<file path="src/design/box_record_stream_parser_assert.svh">
// ----------------------------------------------------------------------------
// Box record stream parser assertion macros
// Shared concurrent assertion shorthands for the parser modules.
// ----------------------------------------------------------------------------
`ifndef BOX_RECORD_STREAM_PARSER_ASSERT_SVH
`define BOX_RECORD_STREAM_PARSER_ASSERT_SVH

// Property must hold at every clock edge outside reset.
`define BRSP_ASSERT(lbl, clk, rst_n, prop, msg) \
  lbl: assert property (@(posedge clk) disable iff (!rst_n) (prop)) else $error(msg);

// Condition must never be seen outside reset.
`define BRSP_ASSERT_NEVER(lbl, clk, rst_n, cond, msg) \
  lbl: assert property (@(posedge clk) disable iff (!rst_n) !(cond)) else $error(msg);

`endif

</file>
<file path="src/design/brsp_pkg.sv">
// ----------------------------------------------------------------------------
// Box record stream parser package
// Payload types, status codes, queue command type and result builders.
// ----------------------------------------------------------------------------
package brsp_pkg;

  localparam int unsigned HeaderBytes = 16;
  localparam int unsigned RecordBytes = 33;
  localparam int unsigned QueueDepth  = 4;

  localparam logic [3:0] HdrLastOff = 4'(HeaderBytes - 1);
  localparam logic [5:0] RecLastOff = 6'(RecordBytes - 1);

  localparam int unsigned CfgIdxW  = 2;
  localparam int unsigned CfgDataW = 32;
  localparam logic [CfgIdxW-1:0] CfgIdxMagic      = 2'd0;
  localparam logic [CfgIdxW-1:0] CfgIdxMaxVersion = 2'd1;

  localparam logic [31:0] MagicReset      = 32'h4356_434C;
  localparam logic [31:0] MaxVersionReset = 32'd1;

  typedef enum logic [3:0] {
    StRecord  = 4'd0,
    StDone    = 4'd1,
    StSmall   = 4'd2,
    StMagic   = 4'd3,
    StVersion = 4'd4,
    StTrId    = 4'd5,
    StTrKind  = 4'd6,
    StTrMin   = 4'd7,
    StTrMax   = 4'd8
  } status_e;

  typedef enum logic [1:0] {
    PhHeader  = 2'd0,
    PhRecords = 2'd1,
    PhDrain   = 2'd2
  } phase_e;

  typedef struct packed {
    logic [7:0] data_byte;
    logic       end_of_file;
  } in_word_t;

  typedef struct packed {
    logic [3:0]  status;
    logic [63:0] record_id;
    logic [7:0]  volume_kind;
    logic [31:0] min_x;
    logic [31:0] min_y;
    logic [31:0] min_z;
    logic [31:0] max_x;
    logic [31:0] max_y;
    logic [31:0] max_z;
    logic        final_result;
  } out_word_t;

  // Command from the front end to the back end
  typedef struct packed {
    logic [7:0] data_byte;
    logic       wr_byte;     // store byte into the record hold
    logic [4:0] wr_off;
    logic       emit_rec;    // byte completes a record
    logic       has_status;
    status_e    status;
  } cmd_t;

  function automatic out_word_t status_word(input status_e st);
    out_word_t w;
    w              = '0;
    w.status       = st;
    w.final_result = 1'b1;
    return w;
  endfunction

  // Bytes of a record in file order, byte k at bits [8k+7:8k]
  function automatic out_word_t record_word(input logic [263:0] bits);
    out_word_t w;
    w.status       = StRecord;
    w.record_id    = bits[63:0];
    w.volume_kind  = bits[71:64];
    w.min_x        = bits[103:72];
    w.min_y        = bits[135:104];
    w.min_z        = bits[167:136];
    w.max_x        = bits[199:168];
    w.max_y        = bits[231:200];
    w.max_z        = bits[263:232];
    w.final_result = 1'b0;
    return w;
  endfunction

endpackage

</file>
<file path="src/design/box_record_stream_parser.sv">
// ----------------------------------------------------------------------------
// Box record stream parser
// Parses a byte stream of header and box records into record and status words.
// ----------------------------------------------------------------------------
//   channel  direction  handshake                 payload
//   in       input      in_valid_i / in_stall_o   in_word_i  (data_byte, end_of_file)
//   out      output     out_valid_o / out_stall_i out_word_o (status, record, final)
//   cfg      input      cfg_we_i                  cfg_index_i, cfg_data_i
//
// One byte is taken per cycle while the command queue has room.
// A byte that finishes a record and also ends parsing yields two words; the
// back end loads the record word and then the status word, and the queue absorbs that gap.
// A result passes through the queue entry and then the output register before
// it is valid.
// Reset clears parse state and loads register defaults; no clearing pass.
// A stall on the output stops the back end; the front stalls only when the queue fills.
// ----------------------------------------------------------------------------
module box_record_stream_parser import brsp_pkg::*; #(
  parameter int unsigned QDepth = QueueDepth
) (
  input  logic                clk_i,
  input  logic                rst_ni,
  input  logic                in_valid_i,
  output logic                in_stall_o,
  input  in_word_t            in_word_i,
  output logic                out_valid_o,
  input  logic                out_stall_i,
  output out_word_t           out_word_o,
  input  logic                cfg_we_i,
  input  logic [CfgIdxW-1:0]  cfg_index_i,
  input  logic [CfgDataW-1:0] cfg_data_i
);

  logic [31:0] expected_magic_q;
  logic [31:0] max_version_q;

  logic q_full;
  logic q_valid;
  logic q_pop;
  logic push;
  logic accept;
  cmd_t push_cmd;
  cmd_t head_cmd;

  assign in_stall_o = q_full;
  assign accept     = in_valid_i && !q_full;

  always_ff @(posedge clk_i or negedge rst_ni) begin
    if (!rst_ni) begin
      expected_magic_q <= MagicReset;
      max_version_q    <= MaxVersionReset;
    end else if (cfg_we_i) begin
      // drop writes to unknown indexes
      if (cfg_index_i == CfgIdxMagic) begin
        expected_magic_q <= cfg_data_i;
      end else if (cfg_index_i == CfgIdxMaxVersion) begin
        max_version_q <= cfg_data_i;
      end
    end
  end

  brsp_front u_front (
    .clk_i            (clk_i),
    .rst_ni           (rst_ni),
    .accept_i         (accept),
    .in_word_i        (in_word_i),
    .expected_magic_i (expected_magic_q),
    .max_version_i    (max_version_q),
    .push_o           (push),
    .cmd_o            (push_cmd)
  );

  brsp_queue #(
    .Depth (QDepth)
  ) u_queue (
    .clk_i      (clk_i),
    .rst_ni     (rst_ni),
    .push_i     (push),
    .push_cmd_i (push_cmd),
    .full_o     (q_full),
    .pop_i      (q_pop),
    .valid_o    (q_valid),
    .head_o     (head_cmd)
  );

  brsp_back u_back (
    .clk_i       (clk_i),
    .rst_ni      (rst_ni),
    .q_valid_i   (q_valid),
    .q_cmd_i     (head_cmd),
    .q_pop_o     (q_pop),
    .out_valid_o (out_valid_o),
    .out_stall_i (out_stall_i),
    .out_word_o  (out_word_o)
  );

endmodule

</file>
<file path="src/design/brsp_front.sv">
// ----------------------------------------------------------------------------
// Box record stream parser front end
// Tracks header and record position, checks the header, issues commands.
// ----------------------------------------------------------------------------
module brsp_front import brsp_pkg::*; (
  input  logic        clk_i,
  input  logic        rst_ni,
  input  logic        accept_i,
  input  in_word_t    in_word_i,
  input  logic [31:0] expected_magic_i,
  input  logic [31:0] max_version_i,
  output logic        push_o,
  output cmd_t        cmd_o
);

  phase_e      phase_q, phase_d;
  logic [3:0]  hdr_off_q, hdr_off_d;
  logic [5:0]  rec_off_q, rec_off_d;
  logic [23:0] asm_q, asm_d;
  logic [31:0] rec_exp_q, rec_exp_d;
  logic [31:0] rec_seen_q, rec_seen_d;
  logic        magic_ok_q, magic_ok_d;
  logic        version_ok_q, version_ok_d;

  logic [31:0] hdr_word;
  logic [31:0] seen_inc;
  logic        rearm;
  logic        eof;

  assign eof      = in_word_i.end_of_file;
  assign hdr_word = {in_word_i.data_byte, asm_q};
  assign seen_inc = rec_seen_q + 32'd1;

  always_comb begin
    phase_d      = phase_q;
    hdr_off_d    = hdr_off_q;
    rec_off_d    = rec_off_q;
    asm_d        = asm_q;
    rec_exp_d    = rec_exp_q;
    rec_seen_d   = rec_seen_q;
    magic_ok_d   = magic_ok_q;
    version_ok_d = version_ok_q;
    rearm        = 1'b0;
    push_o       = 1'b0;
    cmd_o            = '0;
    cmd_o.data_byte  = in_word_i.data_byte;
    cmd_o.status     = StRecord;

    if (accept_i) begin
      unique case (phase_q)
        PhHeader: begin
          // shift in little endian, word completes on every fourth byte
          asm_d     = {in_word_i.data_byte, asm_q[23:8]};
          hdr_off_d = hdr_off_q + 4'd1;
          if (hdr_off_q[1:0] == 2'b11) begin
            unique case (hdr_off_q[3:2])
              2'd0:    magic_ok_d   = (hdr_word == expected_magic_i);
              2'd1:    version_ok_d = (hdr_word != 32'd0) && (hdr_word <= max_version_i);
              2'd2:    rec_exp_d    = hdr_word;
              default: ;
            endcase
          end
          if (hdr_off_q != HdrLastOff) begin
            if (eof) begin
              push_o           = 1'b1;
              cmd_o.has_status = 1'b1;
              cmd_o.status     = StSmall;
              rearm            = 1'b1;
            end
          end else begin
            rec_seen_d = '0;
            rec_off_d  = '0;
            priority if (!magic_ok_q) begin
              push_o           = 1'b1;
              cmd_o.has_status = 1'b1;
              cmd_o.status     = StMagic;
              phase_d          = PhDrain;
            end else if (!version_ok_q) begin
              push_o           = 1'b1;
              cmd_o.has_status = 1'b1;
              cmd_o.status     = StVersion;
              phase_d          = PhDrain;
            end else if (rec_exp_q == 32'd0) begin
              push_o           = 1'b1;
              cmd_o.has_status = 1'b1;
              cmd_o.status     = StDone;
              phase_d          = PhDrain;
            end else if (eof) begin
              push_o           = 1'b1;
              cmd_o.has_status = 1'b1;
              cmd_o.status     = StTrId;
            end else begin
              phase_d = PhRecords;
            end
            rearm = eof;
          end
        end

        PhRecords: begin
          push_o       = 1'b1;
          cmd_o.wr_off = rec_off_q[4:0];
          if (rec_off_q == RecLastOff) begin
            cmd_o.emit_rec = 1'b1;
            rec_off_d      = '0;
            rec_seen_d     = seen_inc;
            if (seen_inc == rec_exp_q) begin
              cmd_o.has_status = 1'b1;
              cmd_o.status     = StDone;
              phase_d          = PhDrain;
            end else if (eof) begin
              cmd_o.has_status = 1'b1;
              cmd_o.status     = StTrId;
            end
          end else begin
            cmd_o.wr_byte = 1'b1;
            rec_off_d     = rec_off_q + 6'd1;
            if (eof) begin
              // name the first record part still incomplete
              cmd_o.has_status = 1'b1;
              priority if (rec_off_q < 6'd7) begin
                cmd_o.status = StTrId;
              end else if (rec_off_q == 6'd7) begin
                cmd_o.status = StTrKind;
              end else if (rec_off_q < 6'd20) begin
                cmd_o.status = StTrMin;
              end else begin
                cmd_o.status = StTrMax;
              end
            end
          end
          rearm = eof;
        end

        default: begin
          rearm = eof;
        end
      endcase
    end

    if (rearm) begin
      phase_d      = PhHeader;
      hdr_off_d    = '0;
      rec_off_d    = '0;
      asm_d        = '0;
      rec_exp_d    = '0;
      rec_seen_d   = '0;
      magic_ok_d   = 1'b0;
      version_ok_d = 1'b0;
    end
  end

  always_ff @(posedge clk_i or negedge rst_ni) begin
    if (!rst_ni) begin
      phase_q      <= PhHeader;
      hdr_off_q    <= '0;
      rec_off_q    <= '0;
      asm_q        <= '0;
      rec_exp_q    <= '0;
      rec_seen_q   <= '0;
      magic_ok_q   <= 1'b0;
      version_ok_q <= 1'b0;
    end else begin
      phase_q      <= phase_d;
      hdr_off_q    <= hdr_off_d;
      rec_off_q    <= rec_off_d;
      asm_q        <= asm_d;
      rec_exp_q    <= rec_exp_d;
      rec_seen_q   <= rec_seen_d;
      magic_ok_q   <= magic_ok_d;
      version_ok_q <= version_ok_d;
    end
  end

`include "box_record_stream_parser_assert.svh"

  `BRSP_ASSERT(a_rec_phase_count, clk_i, rst_ni, (phase_q == PhRecords) |-> (rec_exp_q != 32'd0), "record phase with zero record count")
  `BRSP_ASSERT(a_rec_off_range, clk_i, rst_ni, (phase_q == PhRecords) |-> (rec_off_q <= RecLastOff), "record offset out of range")

endmodule

</file>
<file path="src/design/brsp_queue.sv">
// ----------------------------------------------------------------------------
// Box record stream parser command queue
// Small FIFO of commands between the front end and the back end.
// ----------------------------------------------------------------------------
module brsp_queue import brsp_pkg::*; #(
  parameter int unsigned Depth = QueueDepth
) (
  input  logic clk_i,
  input  logic rst_ni,
  input  logic push_i,
  input  cmd_t push_cmd_i,
  output logic full_o,
  input  logic pop_i,
  output logic valid_o,
  output cmd_t head_o
);

  localparam int unsigned PtrW = $clog2(Depth);
  localparam int unsigned CntW = $clog2(Depth + 1);

  cmd_t            mem_q [Depth];
  logic [PtrW-1:0] wr_ptr_q, rd_ptr_q;
  logic [CntW-1:0] count_q;

  assign full_o  = (count_q == CntW'(Depth));
  assign valid_o = (count_q != '0);
  assign head_o  = mem_q[rd_ptr_q];

  always_ff @(posedge clk_i) begin
    if (push_i) begin
      mem_q[wr_ptr_q] <= push_cmd_i;
    end
  end

  always_ff @(posedge clk_i or negedge rst_ni) begin
    if (!rst_ni) begin
      wr_ptr_q <= '0;
      rd_ptr_q <= '0;
      count_q  <= '0;
    end else begin
      if (push_i) begin
        wr_ptr_q <= (wr_ptr_q == PtrW'(Depth - 1)) ? '0 : wr_ptr_q + 1'b1;
      end
      if (pop_i) begin
        rd_ptr_q <= (rd_ptr_q == PtrW'(Depth - 1)) ? '0 : rd_ptr_q + 1'b1;
      end
      if (push_i && !pop_i) begin
        count_q <= count_q + 1'b1;
      end else if (pop_i && !push_i) begin
        count_q <= count_q - 1'b1;
      end
    end
  end

`include "box_record_stream_parser_assert.svh"

  `BRSP_ASSERT_NEVER(a_no_overflow, clk_i, rst_ni, push_i && full_o, "push into full queue")
  `BRSP_ASSERT_NEVER(a_no_underflow, clk_i, rst_ni, pop_i && !valid_o, "pop from empty queue")

endmodule

</file>
<file path="src/design/brsp_back.sv">
// ----------------------------------------------------------------------------
// Box record stream parser back end
// Builds the record hold from queued bytes and drives the result register.
// ----------------------------------------------------------------------------
module brsp_back import brsp_pkg::*; (
  input  logic      clk_i,
  input  logic      rst_ni,
  input  logic      q_valid_i,
  input  cmd_t      q_cmd_i,
  output logic      q_pop_o,
  output logic      out_valid_o,
  input  logic      out_stall_i,
  output out_word_t out_word_o
);

  // bytes 0..31 of the record; the last byte comes straight from the command
  logic [255:0] hold_q;
  out_word_t    out_q, out_d;
  logic         out_valid_q, out_valid_d;
  logic         pend_q, pend_d;
  status_e      pend_st_q, pend_st_d;

  logic out_free;
  logic load;

  assign out_free    = !out_valid_q || !out_stall_i;
  assign out_valid_o = out_valid_q;
  assign out_word_o  = out_q;

  always_comb begin
    out_d     = out_q;
    pend_d    = pend_q;
    pend_st_d = pend_st_q;
    load      = 1'b0;
    q_pop_o   = 1'b0;

    if (pend_q) begin
      // second word of a command: the status after a record
      if (out_free) begin
        load   = 1'b1;
        out_d  = status_word(pend_st_q);
        pend_d = 1'b0;
      end
    end else if (q_valid_i) begin
      if (!(q_cmd_i.emit_rec || q_cmd_i.has_status) || out_free) begin
        q_pop_o = 1'b1;
        if (q_cmd_i.emit_rec) begin
          load  = 1'b1;
          out_d = record_word({q_cmd_i.data_byte, hold_q});
          if (q_cmd_i.has_status) begin
            pend_d    = 1'b1;
            pend_st_d = q_cmd_i.status;
          end
        end else if (q_cmd_i.has_status) begin
          load  = 1'b1;
          out_d = status_word(q_cmd_i.status);
        end
      end
    end

    if (load) begin
      out_valid_d = 1'b1;
    end else if (!out_stall_i) begin
      out_valid_d = 1'b0;
    end else begin
      out_valid_d = out_valid_q;
    end
  end

  always_ff @(posedge clk_i) begin
    if (q_pop_o && q_cmd_i.wr_byte) begin
      hold_q[{q_cmd_i.wr_off, 3'b000} +: 8] <= q_cmd_i.data_byte;
    end
    if (load) begin
      out_q <= out_d;
    end
    pend_st_q <= pend_st_d;
  end

  always_ff @(posedge clk_i or negedge rst_ni) begin
    if (!rst_ni) begin
      out_valid_q <= 1'b0;
      pend_q      <= 1'b0;
    end else begin
      out_valid_q <= out_valid_d;
      pend_q      <= pend_d;
    end
  end

`include "box_record_stream_parser_assert.svh"

  `BRSP_ASSERT(a_pend_has_out, clk_i, rst_ni, pend_q |-> out_valid_q, "pending status without a record in the output register")
  `BRSP_ASSERT(a_record_not_final, clk_i, rst_ni, (out_valid_q && (out_q.status == StRecord)) |-> !out_q.final_result, "record word flagged final")

endmodule

</file>
<file path="config.mk">
export PLATFORM = sky130hd
export DESIGN_NAME = box_record_stream_parser
export DESIGN_NICKNAME = d
export VERILOG_FILES = /design/src/design/brsp_pkg.sv /design/src/design/box_record_stream_parser.sv /design/src/design/brsp_front.sv /design/src/design/brsp_queue.sv /design/src/design/brsp_back.sv
export VERILOG_INCLUDE_DIRS = /design/src /design/src/design
export SDC_FILE = /design/constraint.sdc
export NUM_CORES = 1
export LEC_CHECK = 0
export ABC_CLOCK_PERIOD_IN_PS = 22500
export BUFFER_PORTS_ARGS = -buffer_cell sky130_fd_sc_hd__buf_2
export CAP_MARGIN = 20
export CORE_AREA = 3 3 266 268
export CTS_BUF_LIST = sky130_fd_sc_hd__clkbuf_4
export CTS_CLUSTER_SIZE = 20
export DETAILED_ROUTE_END_ITERATION = 12
export DIE_AREA = 0 0 269 271
export PLACE_DENSITY = 0.74
export SYNTH_ARGS = -nofsm -noshare
export SYNTH_HDL_FRONTEND = slang
export SYNTH_SLANG_ARGS = --single-unit
</file>
<file path="constraint.sdc">
create_clock -name clk_i -period 22.5 [get_ports clk_i]
set_clock_uncertainty 0.15 [all_clocks]
set_input_delay 2.25 -clock clk_i [delete_from_list [all_inputs] [get_ports clk_i]]
set_output_delay 2.25 -clock clk_i [all_outputs]
set_load 0.01 [all_outputs]
</file>
# After elaboration in Yosys (flattened, before gate mapping)
# Memory sizes are Yosys's and may differ from the RTL's.
# Index checks and enable logic that the tools add are counted.
# word_totals
ff_bits	704
memories	1
ram_bits	80
input_bits	48
# mem_list
memory	depth	word_bits	read_ports	rd_clocked_by_memory_dff	wr	line_no	text
u_queue.mem_q	4	20	1	0	1	brsp_queue.sv:21	cmd_t mem_q [Depth];
# op_classes
order_cmp	3
addsub	8
shift	2
n_mux	97
reduce_logical	42
n_bitwise	2
n_eq_ne	19
# op_table
operator	n
$mux 269	6
$mux 32	9
$bwmux 256	1
$shift 8x10->256 const A	1
$shiftx 8x10->256	1
$mux 24	3
$eq 32x32->1	2
$pmux 32 s2	1
$mux 5	9
$mux 1	39
$add 32x1->32 const B	1
$le 32x32->1	1
$logic_not 32->1	1
$reduce_bool 32->1	1
$mux 4	6
$mux 6	4
$mux 2	11
$reduce_bool 2->1	9
$reduce_and 4->1	4
$mux 12	1
$pmux 6 s2	1
$neg 8->10	1
$pmux 5 s2	1
$reduce_and 5->1	2
other kinds (31)	57

# Logic depth before layout (Yosys ltp)
# logic_depth
depth_word	11
mapped_depth	13

# Hierarchy
# From an unflattened synthesis, not the netlist that was laid out.
# unflattened
cells_unflattened	2408
hier_area_um2	32836.5
# modules_own_cells
mod	area_each_um2	cells_per_inst	seq_area_each_um2	instances
brsp_back	20078.0	1317	15935.3	1
brsp_front	7013.0	813	2552.4	1
brsp_queue	3305.7	141	2577.5	1
box_record_stream_parser	2439.8	137	1619.1	1

# Worst setup path after synthesis
# OpenSTA, ideal clock, no wires.
# synth_path
path_kind	in2reg
start	input port out_stall_i
end	register u_back.out_q, in the netlist u_back.out_word_o[0], enable pin
n_path_buf	0
setup_time_ps	988
arrival_time_ps	15156
path_slack_ps	6206
path_stages	1
required_time_ps	21362
cell_sequence	a21oi_1
# synth_via
elab_chain_len	7
# synth_lines
element	line_no	text
start, declared	box_record_stream_parser.sv:27	input logic out_stall_i,
$logic_not 1->1 (*)	brsp_back.sv:26	assign out_free = !out_valid_q || !out_stall_i;
$logic_or 1x1->1 (*)	brsp_back.sv:26	
$logic_or 1x1->1	brsp_back.sv:45	if (!(q_cmd_i.emit_rec || q_cmd_i.has_status) || out_free) begin
$mux 1	brsp_back.sv:45	
$mux 1	brsp_back.sv:44	end else if (q_valid_i) begin
$mux 1	brsp_back.sv:37	if (pend_q) begin
$reduce_and 5->1 (no line) (*)	n/a	
end signal, assigned	brsp_back.sv:75	out_q <= out_d;
end, declared	brsp_back.sv:18	out_word_t out_q, out_d;
# Every way passes the cells marked *; elsewhere a longest branch is shown, timed or not.
# A chain may end at the register's enable or synchronous reset.

# Final worst setup path
# layout_path
start	register u_queue.count_q[0]
end	output port in_stall_o
# layout_via
elab_chain_len	1
# layout_lines
element	line_no	text
start, declared	brsp_queue.sv:23	logic [CntW-1:0] count_q;
start signal, assigned	brsp_queue.sv:48	count_q <= count_q + 1'b1;
start signal, assigned	brsp_queue.sv:50	count_q <= count_q - 1'b1;
$eq 3x3->1	brsp_queue.sv:25	assign full_o = (count_q == CntW'(Depth));
end, declared	box_record_stream_parser.sv:24	output logic in_stall_o,
# Every way passes these cells.

==> impl_summary.log <==
[metrics] result of the run: complete, no violations
[metrics] last weighted congestion value of the routability-driven placer: 0.884
[metrics] Resize count post-CTS: 0
[metrics] maximum achievable frequency: 197 MHz
[metrics] transition time at the pin with the least slew margin: 1.33 ns
[metrics] Mean Syn Cell Area: 13.7 um2
[metrics] number of inserted filler cells in the final layout: 5585
[metrics] first-pass GRT wire length: 119 mm
[metrics] final critical path time including I/O delays and setup: 5.08 ns
[metrics] number of top-level pins: 319
[metrics] clock latency reported for the late side of the worst-skew pair: 1.01 ns
[metrics] Multi-input gate area: 8900 um2
[metrics] root cell of the clock tree: clkbuf_4
[metrics] final hold vios: 0
[metrics] Synth Warn #: 0
[metrics] cell type with the highest aggregate area in the netlist: edfxtp_1
[metrics] max-cap violations: 0
[metrics] Area growth, synth to finish: 15.5%
[metrics] starting utilization of the core area: 47.0%
[metrics] cell types occupying the most area after synthesis: edfxtp_1, dfrtp_1, and2_1
[metrics] Req. time, crit path: 20.10 ns
[metrics] Total GRT Usage: 21.4%
[metrics] cell with the largest stage delay on the worst path: nor3b_1
[metrics] number of buffers and inverters on the critical path: 1
[metrics] crit start category: register
[metrics] type of the worst setup path: register to output pin
[metrics] DRC Markers: 0
[metrics] via count of the first global-routing pass: 20700
[metrics] Post-Layout Cell Count: 3870
[metrics] Layout Cell Area excl Fill: 37200 um2
[metrics] family with the most delay on the worst path: simple AND/OR/NAND/NOR gates
[metrics] area share of the leading cell type in the synthesized netlist: 56.7%
[metrics] Die W: 269 um
[metrics] post-placement worst setup slack: 17.29 ns
[metrics] Buffers on Ports: 318
[metrics] Detailed Routing Iterations Pass 1: 5
[metrics] number of enable-type register cells in the synthesized netlist: 609
[metrics] flop and latch count out of synthesis: 784
[metrics] total half-perimeter wirelength after legalization and detailed placement: 52.6 mm
[metrics] least setup slack across all paths after layout: 17.42 ns
[metrics] pin count of the biggest net entering global routing: 198
[metrics] Worst Hold Slack: 0.346 ns
[metrics] Total Die Area: 72900 um2
[metrics] areal power density over the cells: 126 nW/um2
[metrics] global-route congestion overflow total: 0
[metrics] total clock buffers created by CTS: 190
[metrics] violation count after the first detailed-route iteration: 1846
[metrics] Min-Delay Path Class: register to register
[metrics] vertical die dimension: 271 um
[metrics] clock-pin slew of the registers on the worst-case setup and hold paths: 0.06 ns
[metrics] TNS Setup: 0 ns
[metrics] placed instance area: 34700 um2
[metrics] hold buffers post-CTS: 0
[metrics] placed instance count: 3514
[metrics] net count after synthesis: 2454
[metrics] biggest cell delay along the critical path: 0.96 ns
[metrics] fraction of final layout cells sized beyond drive strength 1: 26.3%
[metrics] total number of H-tree levels: 4
[metrics] sum of routed wire length over all layers: 77.4 mm
[metrics] Detail Route Antenna Nets: 0
[metrics] peak ir drop on the vdd network: 142 uV
[metrics] Via density: 5.30
[metrics] FP Rows: 96
[metrics] area of the mapped netlist: 32200 um2
[metrics] sequential area share after synthesis: 70.4%
[metrics] vias post-DR: 20500
[metrics] sequence of cells on the critical path: nor3b_1, buf_2
[metrics] share of synthesized flip-flops with an asynchronous set or reset: 22.3%
[metrics] Final Net Count: 2873
[metrics] TritonCTS clock tree: built
[metrics] core footprint: 68600 um2
[metrics] CP arrival: 2.68 ns
[metrics] final routed wire length divided by cell count: 20.0 um
[metrics] Static Leakage: 14.6 nW
[metrics] final setup vio count: 0
[metrics] dominant synthesized flop cell: edfxtp_1
[metrics] Bufs on Longest Clock Path: 3
[metrics] clock sinks: 784
[metrics] initial antenna violation count: 7
[metrics] sequential cell area: 22700 um2
[metrics] kind of capture point of the worst setup path: output pin
[metrics] number of distinct library cells after synthesis: 74
[metrics] RSZ-0062 raised after global routing: no
[metrics] remaining max-slew budget at the tightest pin: 11.4%
[metrics] number of setup buffers added after CTS: 0
[metrics] Final Max Slew Viols: 0
[metrics] cells after synthesis: 2362
[metrics] final period utilization: 22.6%
[metrics] biggest fanout along the worst timing path: 5
## layout by cell type (no fill, tap or decap), drive strengths merged, types with 11 or more instances in the layout
cell type,instances
nand3,22
clkbuf,271
dfrtp,161
nor3,28
ha,43
and3,11
clkinv,68
dfstp,14
xnor2,36
a21o,15
o21ai,69
xor2,55
inv,59
a21oi,47
nand4,32
nand2b,12
mux4,19
nor2,355
nor2b,13
nand2,150
a22o,34
edfxtp,609
buf,342
mux2,68
nor4,32
and2,277
o31ai,15
## sequential cells by signal, indices dropped and copies added, names as in the netlist, 24 cells and up
signal              flops
u_back.hold_q         256
u_queue.mem_q          80
u_front.rec_exp_q      32
u_back.out_word_o     269
max_version_q          32
u_front.asm_q          24
expected_magic_q       32
u_front.rec_seen_q     32
## synthesized netlist by cell type, drive strengths merged (22+ instances only)
cell and count:
dfrtp 161, xor2 55, nand2 150, nor3 28, edfxtp 609, a22o 34, nor2 355, mux2 68
xnor2 36, a21oi 47, ha 43, and2 277, nand3 22, inv 51, clkbuf 97, nor4 32
nand4 32, o21ai 69
## cell families (layout without fill, tap and decap cells)
logic type | count (synthesis) | after routing | synth area share, %
adder cells (fa/ha/maj) | 44 | 44 | 1.73
multiplexers | 93 | 93 | 3.89
XOR/XNOR | 91 | 91 | 2.47
buffers and inverters | 167 | 741 | 2.15
AO/OA/AOI/OAI | 212 | 212 | 4.28
flip-flops | 784 | 784 | 70.4
other | 0 | 3 | 0
AND/OR/NAND/NOR | 971 | 971 | 15.1
## report_power, final
group          internal (mW)  switching [mW]
registers               2.05           0.160
logic                  0.426           0.909
clock network          0.561           0.572
## worst reg2reg max path, delay by kind of cell, from the launching register on
kind,cells,cell delay [ns]
AOI/OAI and AO/OA,1,0.17
buffers and inverters,1,0.39
DFF,1,0.62
muxes,1,0.58
and+or+nand+nor,5,2.16
## cell type report
| cell class | count | share of cell area (%) |
|---|---|---|
| clock buffers | 270 | 5.44 |
| flip-flops and latches | 784 | 60.9 |
| well taps | 931 | 3.13 |
| diodes | 3 | 0.0202 |
| multi-input cells | 1411 | 23.9 |
| clock inverters | 77 | 0.974 |
| repair buffers | 343 | 5.11 |
| inverters | 51 | 0.514 |
## path summary, 6_finish.rpt
kind / startpoint / endpoint / slack, ns / cells after the start
max: u_queue.count_q[0] / in_stall_o / 17.42 / 2
min: u_back.hold_q[112] / u_back.out_word_o[137] / 0.35 / 1
max reg2reg: u_queue.rd_ptr_q[0] / u_back.hold_q[80] / 18.06 / 8
min reg2reg: u_back.hold_q[112] / u_back.out_word_o[137] / 0.35 / 1
max in group asynchronous: rst_ni / u_front.rec_exp_q[14] / 19.63 / 3
min in group asynchronous: rst_ni / u_front.rec_seen_q[26] / 0.97 / 1
## through the flow
| stage | power [mW] | util, % |
|---|---|---|
| global placement | 3.52 | 50.6 |
| floorplan | 3.08 | - |
| global route | 4.93 | 54.3 |
| finish | 4.68 | 54.3 |
| detailed placement | 3.57 | 50.6 |
| CTS | 4.70 | 54.1 |
## routing by layer
layer | global-route usage, % | share of wire (%)
met4 | 8.19 | 2.7
met5 | 0 | 0.049
met1 | 26.2 | 38
met2 | 36.3 | 51
met3 | 5.47 | 8.2
(Power assumes the default switching activity.)
